--- config.mk ---
export PLATFORM = sky130hd
export DESIGN_NAME = keyboard_line_editor
export DESIGN_NICKNAME = d
export VERILOG_FILES = /design/src/rtl/core/kle_pkg.sv /design/src/rtl/core/kle_front.sv /design/src/rtl/core/kle_queue.sv /design/src/rtl/core/kle_back.sv /design/src/rtl/core/keyboard_line_editor.sv
export SDC_FILE = /design/constraint.sdc
export NUM_CORES = 1
export LEC_CHECK = 0
export BUFFER_PORTS_ARGS = -buffer_cell sky130_fd_sc_hd__buf_2
export CORE_ASPECT_RATIO = 0.6
export CORE_MARGIN = 5
export CORE_UTILIZATION = 40
export DETAILED_ROUTE_END_ITERATION = 10
export MAX_ROUTING_LAYER = met4
export SLEW_MARGIN = 20
export SYNTH_ARGS = -nofsm -noshare
export SYNTH_HDL_FRONTEND = slang
export SYNTH_SLANG_ARGS = --single-unit
--- constraint.sdc ---
create_clock -name clk -period 3.3 [get_ports clk]
set_input_delay 0.165 -clock clk [delete_from_list [all_inputs] [get_ports clk]]
set_output_delay 0.165 -clock clk [all_outputs]
set_load 0.01 [all_outputs]
--- src/rtl/core/kle_pkg.sv ---
// package with shared types and constants of the keyboard line editor
`timescale 1ns / 1ps

package kle_pkg;

	localparam int MAX_CAPACITY = 255;
	localparam int QUEUE_DEPTH  = 4;
	localparam int QPTR_W       = $clog2(QUEUE_DEPTH);

	localparam logic [7:0] KEY_NUL = 8'h00;
	localparam logic [7:0] KEY_BS  = 8'h08;
	localparam logic [7:0] KEY_LF  = 8'h0A;
	localparam logic [7:0] KEY_CR  = 8'h0D;
	localparam logic [7:0] KEY_SP  = 8'h20;

	localparam logic ACT_START = 1'b0;
	localparam logic ACT_KEY   = 1'b1;

	localparam logic [1:0] KIND_WRITE = 2'd0;
	localparam logic [1:0] KIND_ECHO  = 2'd1;
	localparam logic [1:0] KIND_DONE  = 2'd2;

	typedef enum logic [1:0] {
		OP_DONE0,
		OP_ERASE,
		OP_EOL,
		OP_CHAR
	} op_t;

	typedef logic [1:0] step_t;

	typedef struct packed {
		op_t        op;
		logic       fin;
		logic [7:0] pos;
		logic [7:0] key;
	} cmd_t;

endpackage

--- src/rtl/core/kle_front.sv ---
// front end: input and config intake, line state and command classification
`timescale 1ns / 1ps

module kle_front (
	input  logic         clk,
	input  logic         arst_n,
	input  logic         s_axis_tvalid,
	output logic         s_axis_tready,
	input  logic [7:0]   s_axis_tdata,
	input  logic         s_axis_tuser,
	input  logic         cfg_valid,
	output logic         cfg_ready,
	input  logic [7:0]   cfg_data,
	output logic         push,
	output kle_pkg::cmd_t push_cmd,
	input  logic         full
);
	import kle_pkg::*;

	logic [7:0] cfg_q;
	logic       armed_q;
	logic [7:0] count_q;
	logic [7:0] cap_q;

	logic       take;
	logic [7:0] cap_eff;
	logic [8:0] cnt_inc;
	logic       fin;
	logic       armed_d;
	logic [7:0] count_d;
	logic [7:0] cap_d;

	assign s_axis_tready = !full;
	assign cfg_ready     = 1'b1;
	assign take          = s_axis_tvalid && s_axis_tready;
	assign cap_eff = (9'(cfg_q) > 9'(MAX_CAPACITY)) ? 8'(MAX_CAPACITY) : cfg_q;
	assign cnt_inc = {1'b0, count_q} + 9'd1;
	assign fin     = cnt_inc >= {1'b0, cap_q};

	always_comb begin
		armed_d      = armed_q;
		count_d      = count_q;
		cap_d        = cap_q;
		push         = 1'b0;
		push_cmd.op  = OP_CHAR;
		push_cmd.fin = fin;
		push_cmd.pos = count_q;
		push_cmd.key = s_axis_tdata;
		if (take) begin
			if (s_axis_tuser == ACT_START) begin
				count_d = '0;
				if (cap_eff == 8'd0) begin
					armed_d     = 1'b0;
					cap_d       = '0;
					push        = 1'b1;
					push_cmd.op = OP_DONE0;
				end else begin
					armed_d = 1'b1;
					cap_d   = cap_eff;
				end
			end else if (armed_q && s_axis_tdata != KEY_NUL) begin
				if (s_axis_tdata == KEY_BS) begin
					if (count_q != 8'd0) begin
						count_d     = count_q - 8'd1;
						push        = 1'b1;
						push_cmd.op = OP_ERASE;
					end
				end else if (s_axis_tdata == KEY_CR || s_axis_tdata == KEY_LF) begin
					armed_d     = 1'b0;
					push        = 1'b1;
					push_cmd.op = OP_EOL;
				end else begin
					count_d     = cnt_inc[7:0];
					push        = 1'b1;
					push_cmd.op = OP_CHAR;
					if (fin) begin
						armed_d = 1'b0;
					end
				end
			end
		end
	end

	always_ff @(posedge clk or negedge arst_n) begin
		if (!arst_n) begin
			cfg_q   <= 8'd255;
			armed_q <= 1'b0;
			count_q <= '0;
			cap_q   <= '0;
		end else begin
			if (cfg_valid && cfg_ready) begin
				cfg_q <= cfg_data;
			end
			armed_q <= armed_d;
			count_q <= count_d;
			cap_q   <= cap_d;
		end
	end

endmodule

--- src/rtl/core/kle_queue.sv ---
// short command queue between front end and back end
`timescale 1ns / 1ps

module kle_queue (
	input  logic          clk,
	input  logic          arst_n,
	input  logic          push,
	input  kle_pkg::cmd_t push_cmd,
	output logic          full,
	input  logic          pop,
	output kle_pkg::cmd_t pop_cmd,
	output logic          empty
);
	import kle_pkg::*;

	cmd_t              mem_q [QUEUE_DEPTH];
	logic [QPTR_W-1:0] wr_q;
	logic [QPTR_W-1:0] rd_q;
	logic [QPTR_W:0]   fill_q;

	assign full    = fill_q == (QPTR_W+1)'(QUEUE_DEPTH);
	assign empty   = fill_q == '0;
	assign pop_cmd = mem_q[rd_q];

	always_ff @(posedge clk) begin
		if (push) begin
			mem_q[wr_q] <= push_cmd;
		end
	end

	always_ff @(posedge clk or negedge arst_n) begin
		if (!arst_n) begin
			wr_q   <= '0;
			rd_q   <= '0;
			fill_q <= '0;
		end else begin
			if (push) begin
				wr_q <= (wr_q == QPTR_W'(QUEUE_DEPTH - 1)) ? '0 : wr_q + 1'b1;
			end
			if (pop) begin
				rd_q <= (rd_q == QPTR_W'(QUEUE_DEPTH - 1)) ? '0 : rd_q + 1'b1;
			end
			fill_q <= fill_q + (QPTR_W+1)'(push) - (QPTR_W+1)'(pop);
		end
	end

endmodule

--- src/rtl/core/kle_back.sv ---
// back end: expands each command into result transfers through an output register
`timescale 1ns / 1ps

module kle_back (
	input  logic          clk,
	input  logic          arst_n,
	input  kle_pkg::cmd_t pop_cmd,
	input  logic          empty,
	output logic          pop,
	output logic          m_axis_tvalid,
	input  logic          m_axis_tready,
	output logic [23:0]   m_axis_tdata,
	output logic [1:0]    m_axis_tuser,
	output logic          m_axis_tlast
);
	import kle_pkg::*;

	cmd_t       cur_q;
	logic       cur_valid_q;
	step_t      step_q;
	logic       out_valid_q;
	logic [1:0] kind_q;
	logic [7:0] pos_q;
	logic [7:0] val_q;
	logic [7:0] len_q;
	logic       last_q;

	logic       out_free;
	logic       emit;
	logic [1:0] r_kind;
	logic [7:0] r_pos;
	logic [7:0] r_val;
	logic [7:0] r_len;
	logic       r_last;

	assign out_free = !out_valid_q || m_axis_tready;
	assign emit     = cur_valid_q && out_free;
	assign pop      = !empty && (!cur_valid_q || (emit && r_last));

	always_comb begin
		r_kind = KIND_ECHO;
		r_pos  = '0;
		r_val  = '0;
		r_len  = '0;
		r_last = 1'b0;
		unique case (cur_q.op)
			OP_DONE0: begin
				r_kind = KIND_DONE;
				r_last = 1'b1;
			end
			OP_ERASE: begin
				r_val  = (step_q == 2'd1) ? KEY_SP : KEY_BS;
				r_last = step_q == 2'd2;
			end
			OP_EOL: begin
				unique case (step_q)
					2'd0: begin
						r_kind = KIND_WRITE;
						r_pos  = cur_q.pos;
					end
					2'd1: r_val = KEY_CR;
					2'd2: r_val = KEY_LF;
					default: begin
						r_kind = KIND_DONE;
						r_len  = cur_q.pos;
						r_last = 1'b1;
					end
				endcase
			end
			default: begin
				unique case (step_q)
					2'd0: begin
						r_kind = KIND_WRITE;
						r_pos  = cur_q.pos;
						r_val  = cur_q.key;
					end
					2'd1: begin
						r_val  = cur_q.key;
						r_last = !cur_q.fin;
					end
					default: begin
						r_kind = KIND_DONE;
						r_len  = cur_q.pos + 8'd1;
						r_last = 1'b1;
					end
				endcase
			end
		endcase
	end

	always_ff @(posedge clk) begin
		if (pop) begin
			cur_q <= pop_cmd;
		end
		if (emit) begin
			kind_q <= r_kind;
			pos_q  <= r_pos;
			val_q  <= r_val;
			len_q  <= r_len;
			last_q <= r_last;
		end
	end

	always_ff @(posedge clk or negedge arst_n) begin
		if (!arst_n) begin
			cur_valid_q <= 1'b0;
			step_q      <= '0;
			out_valid_q <= 1'b0;
		end else begin
			if (pop) begin
				cur_valid_q <= 1'b1;
				step_q      <= '0;
			end else if (emit) begin
				if (r_last) begin
					cur_valid_q <= 1'b0;
				end
				step_q <= step_q + 2'd1;
			end
			if (emit) begin
				out_valid_q <= 1'b1;
			end else if (m_axis_tready) begin
				out_valid_q <= 1'b0;
			end
		end
	end

	assign m_axis_tvalid = out_valid_q;
	assign m_axis_tdata  = {len_q, val_q, pos_q};
	assign m_axis_tuser  = kind_q;
	assign m_axis_tlast  = last_q;

endmodule

--- src/rtl/core/keyboard_line_editor.sv ---
// keyboard line editor: input stream of start and key items, output stream of results
// Usage:
//   slave stream: tuser is the action (start a line or key byte), tdata the key code.
//   master stream: tuser is the kind (buffer write, echo, line done), tdata holds
//   position, byte value and line length, tlast marks the final result of an input.
//   cfg channel writes the line capacity; write it only while the block is idle.
// Results and throughput:
//   a key that causes results goes through the command queue, the back end's command
//   register and the output register. Each input yields 0 to 4 results (a typed
//   character 2 or 3, an erase 3, an end of line 4); the back end sends one result
//   per cycle while the receiver takes them. Inputs are taken every cycle while the
//   4-entry command queue has room; inputs with no results never enter the queue.
// Reset:
//   the editor is idle with a zero count, capacity register is 255, queue and output
//   register are empty.
// Stalls:
//   when the receiver holds tready low the output register keeps its result, the back
//   end waits and the queue fills; s_axis_tready falls only when the queue is full.
`timescale 1ns / 1ps

module keyboard_line_editor (
	input  logic        clk,
	input  logic        arst_n,
	input  logic        s_axis_tvalid,
	output logic        s_axis_tready,
	input  logic [7:0]  s_axis_tdata,  // key_char
	input  logic        s_axis_tuser,  // action
	output logic        m_axis_tvalid,
	input  logic        m_axis_tready,
	output logic [23:0] m_axis_tdata,  // position, byte_value, line_length
	output logic [1:0]  m_axis_tuser,  // kind
	output logic        m_axis_tlast,
	input  logic        cfg_valid,
	output logic        cfg_ready,
	input  logic [7:0]  cfg_data
);
	import kle_pkg::*;

	logic push;
	cmd_t push_cmd;
	logic full;
	logic pop;
	cmd_t pop_cmd;
	logic empty;

	kle_front u_front (
		.clk          (clk),
		.arst_n       (arst_n),
		.s_axis_tvalid(s_axis_tvalid),
		.s_axis_tready(s_axis_tready),
		.s_axis_tdata (s_axis_tdata),
		.s_axis_tuser (s_axis_tuser),
		.cfg_valid    (cfg_valid),
		.cfg_ready    (cfg_ready),
		.cfg_data     (cfg_data),
		.push         (push),
		.push_cmd     (push_cmd),
		.full         (full)
	);

	kle_queue u_queue (
		.clk     (clk),
		.arst_n  (arst_n),
		.push    (push),
		.push_cmd(push_cmd),
		.full    (full),
		.pop     (pop),
		.pop_cmd (pop_cmd),
		.empty   (empty)
	);

	kle_back u_back (
		.clk          (clk),
		.arst_n       (arst_n),
		.pop_cmd      (pop_cmd),
		.empty        (empty),
		.pop          (pop),
		.m_axis_tvalid(m_axis_tvalid),
		.m_axis_tready(m_axis_tready),
		.m_axis_tdata (m_axis_tdata),
		.m_axis_tuser (m_axis_tuser),
		.m_axis_tlast (m_axis_tlast)
	);

endmodule

==> impl_metrics.ini, run 1 <==
[yosys]
yosys-top-cells-area = sky130_fd_sc_hd__edfxtp_1 (53%), sky130_fd_sc_hd__dfrtp_1 (10%), sky130_fd_sc_hd__mux4_2 (6.2%)
ys_async_sr_fraction_pct = 22.8
syn_avg_cell_area_um2 = 15.1
synth_top_area_share_pct = 53.3
synthDominantAreaCellType = sky130_fd_sc_hd__edfxtp_1
synth_top_flop_cell = sky130_fd_sc_hd__edfxtp_1
synth_area_um2 = 6880
synth_enable_flop_cells = 122
synth_compound_area_share_pct = 6.17
post_synthesis_register_bit_count = 158
netlist_instances = 456
post_synth_num_cell_types = 57
synth_xor_xnor_area_share_pct = 1.53
synth_fa_ha_area_share_pct = 4.47
synth_top_family_by_area = multiplexers
yosysSeqAreaShare_pct = 66.5
simple_logic_cell_fraction_of_the_synthesized_area_pct = 9.04
yosys-mux-area-fraction_pct = 9.31
synthesis.yosys.warnings = 0
syn_nets = 502

[power_and_ir_drop]
power.density_cell_area_nw_per_um2 = 909
worst_ir_drop_vdd_v = 0.000435
p_switching_mw = 2.23
combPwrFrac_pct = 25.9
leakage_nw = 3.19
p_clk_share_pct = 31.0
sequentialPowerShare_pct = 43.1
design_power_total_mw = 7.49
intPower_mw = 5.26
sw_frac_of_total_pct = 29.7

[critical_path]
r2r_depth = 13
worst_setup_path_end_kind = flip-flop
worstSetupPathType = flip-flop to flip-flop
crit_path_max_fanout = 14
worst-endpoint-arrival_ns = 3.38
critical_path.startpoint_type = flip-flop
data_required_time_of_the_worst_path_ns = 3.63

[floorplan]
die_x_um = 179
core_um2 = 17000
die_outline_area_um2 = 20000
die_y_um = 112
io-pin-count = 52
initial_utilization_pct = 40.5
num_rows = 37

[cts]
cts.path.max_buffers = 2
holdBufCountCts = 14
cts_repair_resize_count = 0
clkTransAtPathRegs_ns = 0.06
htree_levels = 4
tritoncts_num_sinks = 158
cts_made_buffers = 17
postCtsSetupBuffers = 0
worstSkewPairLatency_ns = 0.42
clock_tree_from_tritoncts = yes
cts_root_buffer = sky130_fd_sc_hd__clkbuf_16

[drt]
routed_wl_um = 13600
vias = 3910
initialDrtViolationCount = 387
post_drt_via_cell_ratio = 5.05
post-route-drc-count = 0
first_pass_iters = 5
routed_wire_length_per_instance_um = 17.6
antenna_nets_post_route = 0

[global_routing]
met2_usage_pct = 19.8
largest_net_degree_at_the_start_of_global_routing = 37
grt_pass1_vias = 3977
grt_most_used_layer = met1
grt.met3_usage_pct = 3.29
antenna_found_initial = 0
wire_length_of_the_first_global_routing_pass_um = 22000
grtUsageTotal_pct = 14.8
grt.met1_usage_pct = 22.6
grt-ovfl-total = 0

[cells_and_area]
top_library_cells_by_usage_in_the_layout_fill_and_taps_aside = sky130_fd_sc_hd__edfxtp_1 (122), sky130_fd_sc_hd__buf_2 (50), sky130_fd_sc_hd__nand2_1 (35)
post_route_cells_drive_above_1_share_pct = 27.0
num-nets-final = 574
mostFrequentLayoutCell = sky130_fd_sc_hd__edfxtp_1
final.fill_count = 1464
area.growth.synth_to_final_pct = 19.8
antenna-diode-count = 0

[timing]
post-route-period-util_pct = 92.5
final_period_minus_worst_setup_slack_ns = 3.05
hold_viol_final = 0
finalSetupViolCount = 0
setup_repair_after_global_routing_missed_its_margin = false
timing.slew.headroom_pct = 30.6
slew_viol_final = 0
fin_worst_skew_ns = 0.0105
finalSetupTns_ns = 0
fmax_mhz = 328
worst-slew-pin-transition_ns = 1.04

[placed_design]
place.detailed.hpwl_um = 9340
port_buffer_count = 50
routabilityCongestion = 0.919

[min_path]
hold_path_depth = 1
hp-class = primary input to flip-flop

[run]
maxCapViolations = 0

[outcome]
status = finished, final reports clean
## area by class of cell
cell class	count	area (µm²)	share of cell area [%]
Tap cell	234	293	3.55
Inverter	26	97.6	1.18
Clock inverter	13	259	3.14
Sequential cell	158	4570	55.5
Clock buffer	19	453	5.50
Multi-Input combinational cell	252	2100	25.5
Timing Repair Buffer	73	458	5.56
## logic make-up after synthesis
group,Yosys count
AND/OR/NAND/NOR,114
adder cells (fa/ha/maj),24
multiplexers,37
XOR/XNOR,12
buffers and inverters,46
other,1
AO/OA/AOI/OAI,64
flip-flops,158
## metrics by stage
step                      util [%]  cells  hold slack, ns  worst slack (ns)  cell area [µm²]
after floorplan                  -    456          -0.131             0.163             6880
after global placement        43.5    729           0.314             0.409             7390
after detailed placement      43.5    729           0.332             0.295             7390
after CTS                     48.5    775         0.00289             0.252             8240
after global routing          48.5    775          0.0223            0.0646             8240
final                         48.5    775          0.0206             0.249             8240
## critical path, stage by stage (launching register included)
cell and delay (ns):
sky130_fd_sc_hd__dfrtp_1 0.38, sky130_fd_sc_hd__inv_1 0.10, sky130_fd_sc_hd__ha_1 0.36, sky130_fd_sc_hd__o211a_4 0.31
sky130_fd_sc_hd__a221oi_2 0.33, sky130_fd_sc_hd__nand2_2 0.13, sky130_fd_sc_hd__a21oi_4 0.17, sky130_fd_sc_hd__ha_1 0.24
sky130_fd_sc_hd__inv_1 0.07, sky130_fd_sc_hd__ha_1 0.14, sky130_fd_sc_hd__inv_1 0.05, sky130_fd_sc_hd__fa_1 0.37
sky130_fd_sc_hd__xnor2_1 0.17, sky130_fd_sc_hd__xnor2_1 0.14
## power groups by stage
| stage | clock (mW) | sequential [mW] | combinational, mW |
|---|---|---|---|
| floorplan | 0 | 3.12 | 1.43 |
| detailed placement | 0 | 3.26 | 1.94 |
| CTS | 2.36 | 3.23 | 1.97 |
| global route | 2.45 | 3.29 | 2.18 |
| finish | 2.32 | 3.23 | 1.94 |
| global placement | 0 | 3.22 | 1.89 |
## registers in the layout, summed over array words and instances (netlist names)
signal / flops
u_back.step_q: 2
u_front.cap_eff: 8
u_front.count_q: 8
u_front.cap_q: 8
u_front.armed_q: 1
u_back.m_axis_tvalid: 1
u_back.len_q: 8
u_queue.rd_q: 2
u_back.m_axis_tuser: 2
u_back.pos_q: 8
u_back.cur_valid_q: 1
u_back.cur_q: 19
u_queue.fill_q: 3
u_queue.wr_q: 2
u_back.val_q: 8
u_queue.mem_q: 76
u_back.m_axis_tlast: 1
## final timing paths
check / from / end / slack (ns)
max: u_back.step_q[0] / u_queue.fill_q[2] / 0.25
min: s_axis_tdata[2] / u_queue.mem_q[2][2] / 0.02
max reg2reg: u_back.step_q[0] / u_queue.fill_q[2] / 0.25
min reg2reg: u_front.cap_q[0] / u_front.cap_q[0] / 0.52
max in group asynchronous: arst_n / u_back.cur_valid_q / 2.34
min in group asynchronous: arst_n / u_front.count_q[0] / 0.40
## metal layers
metal  wire length (µm)  share of wire (%)  vias to the layer above
met5                  0                  0                        -
met4                155                1.1                        0
met3                632                4.6                       12
met2               5720                 42                       93
met1               7110                 52                     1948
li1                   -                  -                     1857
## Yosys cell counts, drive strengths merged, types with 12 or more instances
cell / number
edfxtp: 122
nand2: 36
dfrtp: 28
o21ai: 28
inv: 26
ha: 23
mux4: 19
and3: 17
mux2: 14
a21oi: 12
and2: 12
nor2: 12
Power figures use the tool's default switching activity.
==> inputs of run 2 (changes only) <==
ABC_AREA = 1   (was default)
SETUP_SLACK_MARGIN = 0.2   (was default)
SYNTH_HIERARCHICAL = 1   (was default)
==> run 2 against run 1 <==
  * Synthesized cell count up 66%
  * First-iteration DRC count up 16%
  * Hold slack worse by 0.0051 ns
  * Critical path depth up 4
  * Non-clock buffer count down 5
  * Sequential power down 4%
  * Cell count up 38%
  * Die area up 9.2%
  * Clock skew up 0.0063 ns
  * Register-to-register slack better by 0.43 ns
  * Global-route usage up 0.85 points
  * Highest routed layer unchanged
==> impl_metrics.ini, run 2 <==
[cts]
tritoncts_num_sinks = 158
htree_levels = 4
cts_root_buffer = sky130_fd_sc_hd__clkbuf_16
clkTransAtPathRegs_ns = 0.06
worstSkewPairLatency_ns = 0.43
cts_made_buffers = 17
cts.path.max_buffers = 2
clock_tree_from_tritoncts = yes
postCtsSetupBuffers = 0
cts_repair_resize_count = 0

[cells_and_area]
top_library_cells_by_usage_in_the_layout_fill_and_taps_aside = sky130_fd_sc_hd__nand2_1 (184), sky130_fd_sc_hd__inv_1 (149), sky130_fd_sc_hd__edfxtp_1 (122)
top_regs = u_queue/mem_q (76), u_back/cur_q (19)
post_route_cells_drive_above_1_share_pct = 17.3
area.growth.synth_to_final_pct = 14.7
largest_reg_flops = 76
instances_no_fill = 1071
mostFrequentLayoutCell = sky130_fd_sc_hd__nand2_1
final_core_util_pct = 47.4
register_containing_the_most_flip_flops_in_the_final_layout = u_queue/mem_q
antenna-diode-count = 0
num-nets-final = 864

[floorplan]
die_x_um = 188
io-pin-count = 52
num_rows = 38
die_outline_area_um2 = 21800
core_um2 = 18300
initial_utilization_pct = 41.3
die_y_um = 117

[yosys]
synth_fa_ha_area_share_pct = 4.07
simple_logic_cell_fraction_of_the_synthesized_area_pct = 18.9
netlist_instances = 757
synth_top_flop_cell = sky130_fd_sc_hd__edfxtp_1
synth_area_um2 = 7560
synth_xor_xnor_area_share_pct = 1.16
syn_nets = 803
synth_top_area_share_pct = 48.4
synthDominantAreaCellType = sky130_fd_sc_hd__edfxtp_1
post_synthesis_register_bit_count = 158
synth_top_family_by_area = simple AND/OR/NAND/NOR gates
yosys-mux-area-fraction_pct = 0
synth_compound_area_share_pct = 5.11
yosys.cell_count.top_type = sky130_fd_sc_hd__nand2_1
yosysSeqAreaShare_pct = 60.5
synth_enable_flop_cells = 122
ys_async_sr_fraction_pct = 22.8
syn_avg_cell_area_um2 = 9.99
synthesis.yosys.warnings = 6
post_synth_num_cell_types = 37
yosys-top-cells-area = sky130_fd_sc_hd__edfxtp_1 (48%), sky130_fd_sc_hd__dfrtp_1 (9.3%), sky130_fd_sc_hd__nand2_1 (9.1%)
netlist_top_cells_count = sky130_fd_sc_hd__nand2_1 (184), sky130_fd_sc_hd__inv_1 (149), sky130_fd_sc_hd__edfxtp_1 (122), sky130_fd_sc_hd__nand3_1 (60), sky130_fd_sc_hd__o21ai_0 (37)

[global_routing]
grtUsageTotal_pct = 15.7
largest_net_degree_at_the_start_of_global_routing = 42
antenna_found_initial = 0
met2_usage_pct = 20.8
grt.met1_usage_pct = 23.9
grt.met3_usage_pct = 3.82
wire_length_of_the_first_global_routing_pass_um = 26000
grt_pass1_vias = 4894
grt-ovfl-total = 0
grt_most_used_layer = met1

[min_path]
hold_start = s_axis_tdata[3]
hp-class = primary input to flip-flop

[timing]
worst-slew-pin-transition_ns = 0.878
setup_ws_ns = 0.681
fin_worst_skew_ns = 0.0168
finalSetupViolCount = 0
fmax_mhz = 382
hold_viol_final = 0
timing.slew.headroom_pct = 41.4
setup_repair_after_global_routing_missed_its_margin = false
post-route-period-util_pct = 79.4
slew_viol_final = 0
finalSetupTns_ns = 0
final_period_minus_worst_setup_slack_ns = 2.62

[run]
maxCapViolations = 0

[critical_path]
crit_path_max_fanout = 9
crit_path_max_incr_delay_ns = 0.40
worst_setup_path_end_kind = flip-flop
setup.worst_path.start = u_back/step_q[1]
critical_path.startpoint_type = flip-flop
data_required_time_of_the_worst_path_ns = 3.61
rr_startpoint = u_back/step_q[1]
crit_chain = inv_1 > ha_1 > inv_2 > nand2_4 > nor2_8 > nor2_4 > nand2_2 > nand2_2 > a21oi_4 > ha_1 > inv_1 > ha_1 > fa_1 > inv_1 > nand2_1 > nand3_1 > nand2_1
worstSetupPathType = flip-flop to flip-flop
worst-endpoint-arrival_ns = 2.93
worst_path_max_delay_cell = sky130_fd_sc_hd__dfrtp_1

[drt]
routed_wire_length_per_instance_um = 14.5
routed_wl_um = 15500
first_pass_iters = 5
vias = 4971
post_drt_via_cell_ratio = 4.64
initialDrtViolationCount = 447
post-route-drc-count = 0
antenna_nets_post_route = 0

[power_and_ir_drop]
power.density_cell_area_nw_per_um2 = 850
worst_ir_drop_vdd_v = 0.000405
leakage_nw = 4.00

[placed_design]
post-place-ws_ns = 0.687
place.detailed.hpwl_um = 10700
routabilityCongestion = 0.821
port_buffer_count = 50
numPlacedInstances = 1029

[outcome]
status = finished, final reports clean
## run 2: cell count changes in the layout (fill, tap and decap cells not counted), sizes merged, moves of 12 or more
cell,delta
nand2,+159
o21ai,+21
nand3,+58
and2,-12
and3,-17
inv,+138
mux4,-19
mux2,-14
nor2,+29
## run 2: per-stage QoR
stage | hold WS [ns] | total power [mW] | cell area (µm²)
after floorplan | -0.131 | 4.80 | 7570
after global placement | 0.330 | 5.51 | 8020
after detailed placement | 0.342 | 5.54 | 8020
after CTS | 0.00403 | 7.46 | 8680
after global routing | 0.00675 | 7.93 | 8680
final | 0.0155 | 7.38 | 8680
## run 2: routing by layer
layer | vias up | share of wire, %
li1 | 2530 | -
met1 | 2311 | 55
met2 | 118 | 38
met3 | 12 | 5.7
met4 | 0 | 0.77
met5 | - | 0
## run 2: layout make-up
class / count / area [µm²]
Inverter: 160 / 603
Sequential cell: 158 / 4570
Tap cell: 240 / 300
Multi-Input combinational cell: 413 / 2230
Timing Repair Buffer: 68 / 410
Clock buffer: 17 / 425
Clock inverter: 15 / 135
Fill cell: 1674 / 9630
## run 2: final timing paths
path / endpoint / slack (ns) / cells past startpoint
max in group asynchronous: u_front/count_q[0] / 2.35 / 2
max reg2reg: u_queue/fill_q[2] / 0.68 / 17
min: u_queue/mem_q[0][3] / 0.02 / 1
min reg2reg: u_front/armed_q / 0.48 / 2
min in group asynchronous: u_front/cap_q[1] / 0.40 / 2
max: u_queue/fill_q[2] / 0.68 / 17
## run 2: critical path, delay by kind of cell, from the launching register on
kind            cells  cell delay (ns)
fa+ha+maj           4             1.09
simple gates        8             0.68
flops               1             0.40
buf+inv             4             0.28
compound gates      1             0.06
## run 2: logic make-up after synthesis
logic type | count (synthesis)
simple gates | 309
buf+inv | 186
flops | 158
compound gates | 69
fa+ha+maj | 24
xor+xnor | 10
other cells | 1
## run 2: timing repair
action	CTS	global route
hold buffers	10	0
endpoints found under the setup margin	0	0
endpoints found under the hold margin	37	0
## run 2: where the power goes
| part | leakage, nW | internal (mW) | switching [mW] |
|---|---|---|---|
| logic | 2.13 | 0.765 | 1.63 |
| clock network | 0.271 | 1.05 | 0.830 |
| registers | 1.60 | 2.85 | 0.258 |
| total | 4.00 | 4.66 | 2.72 |
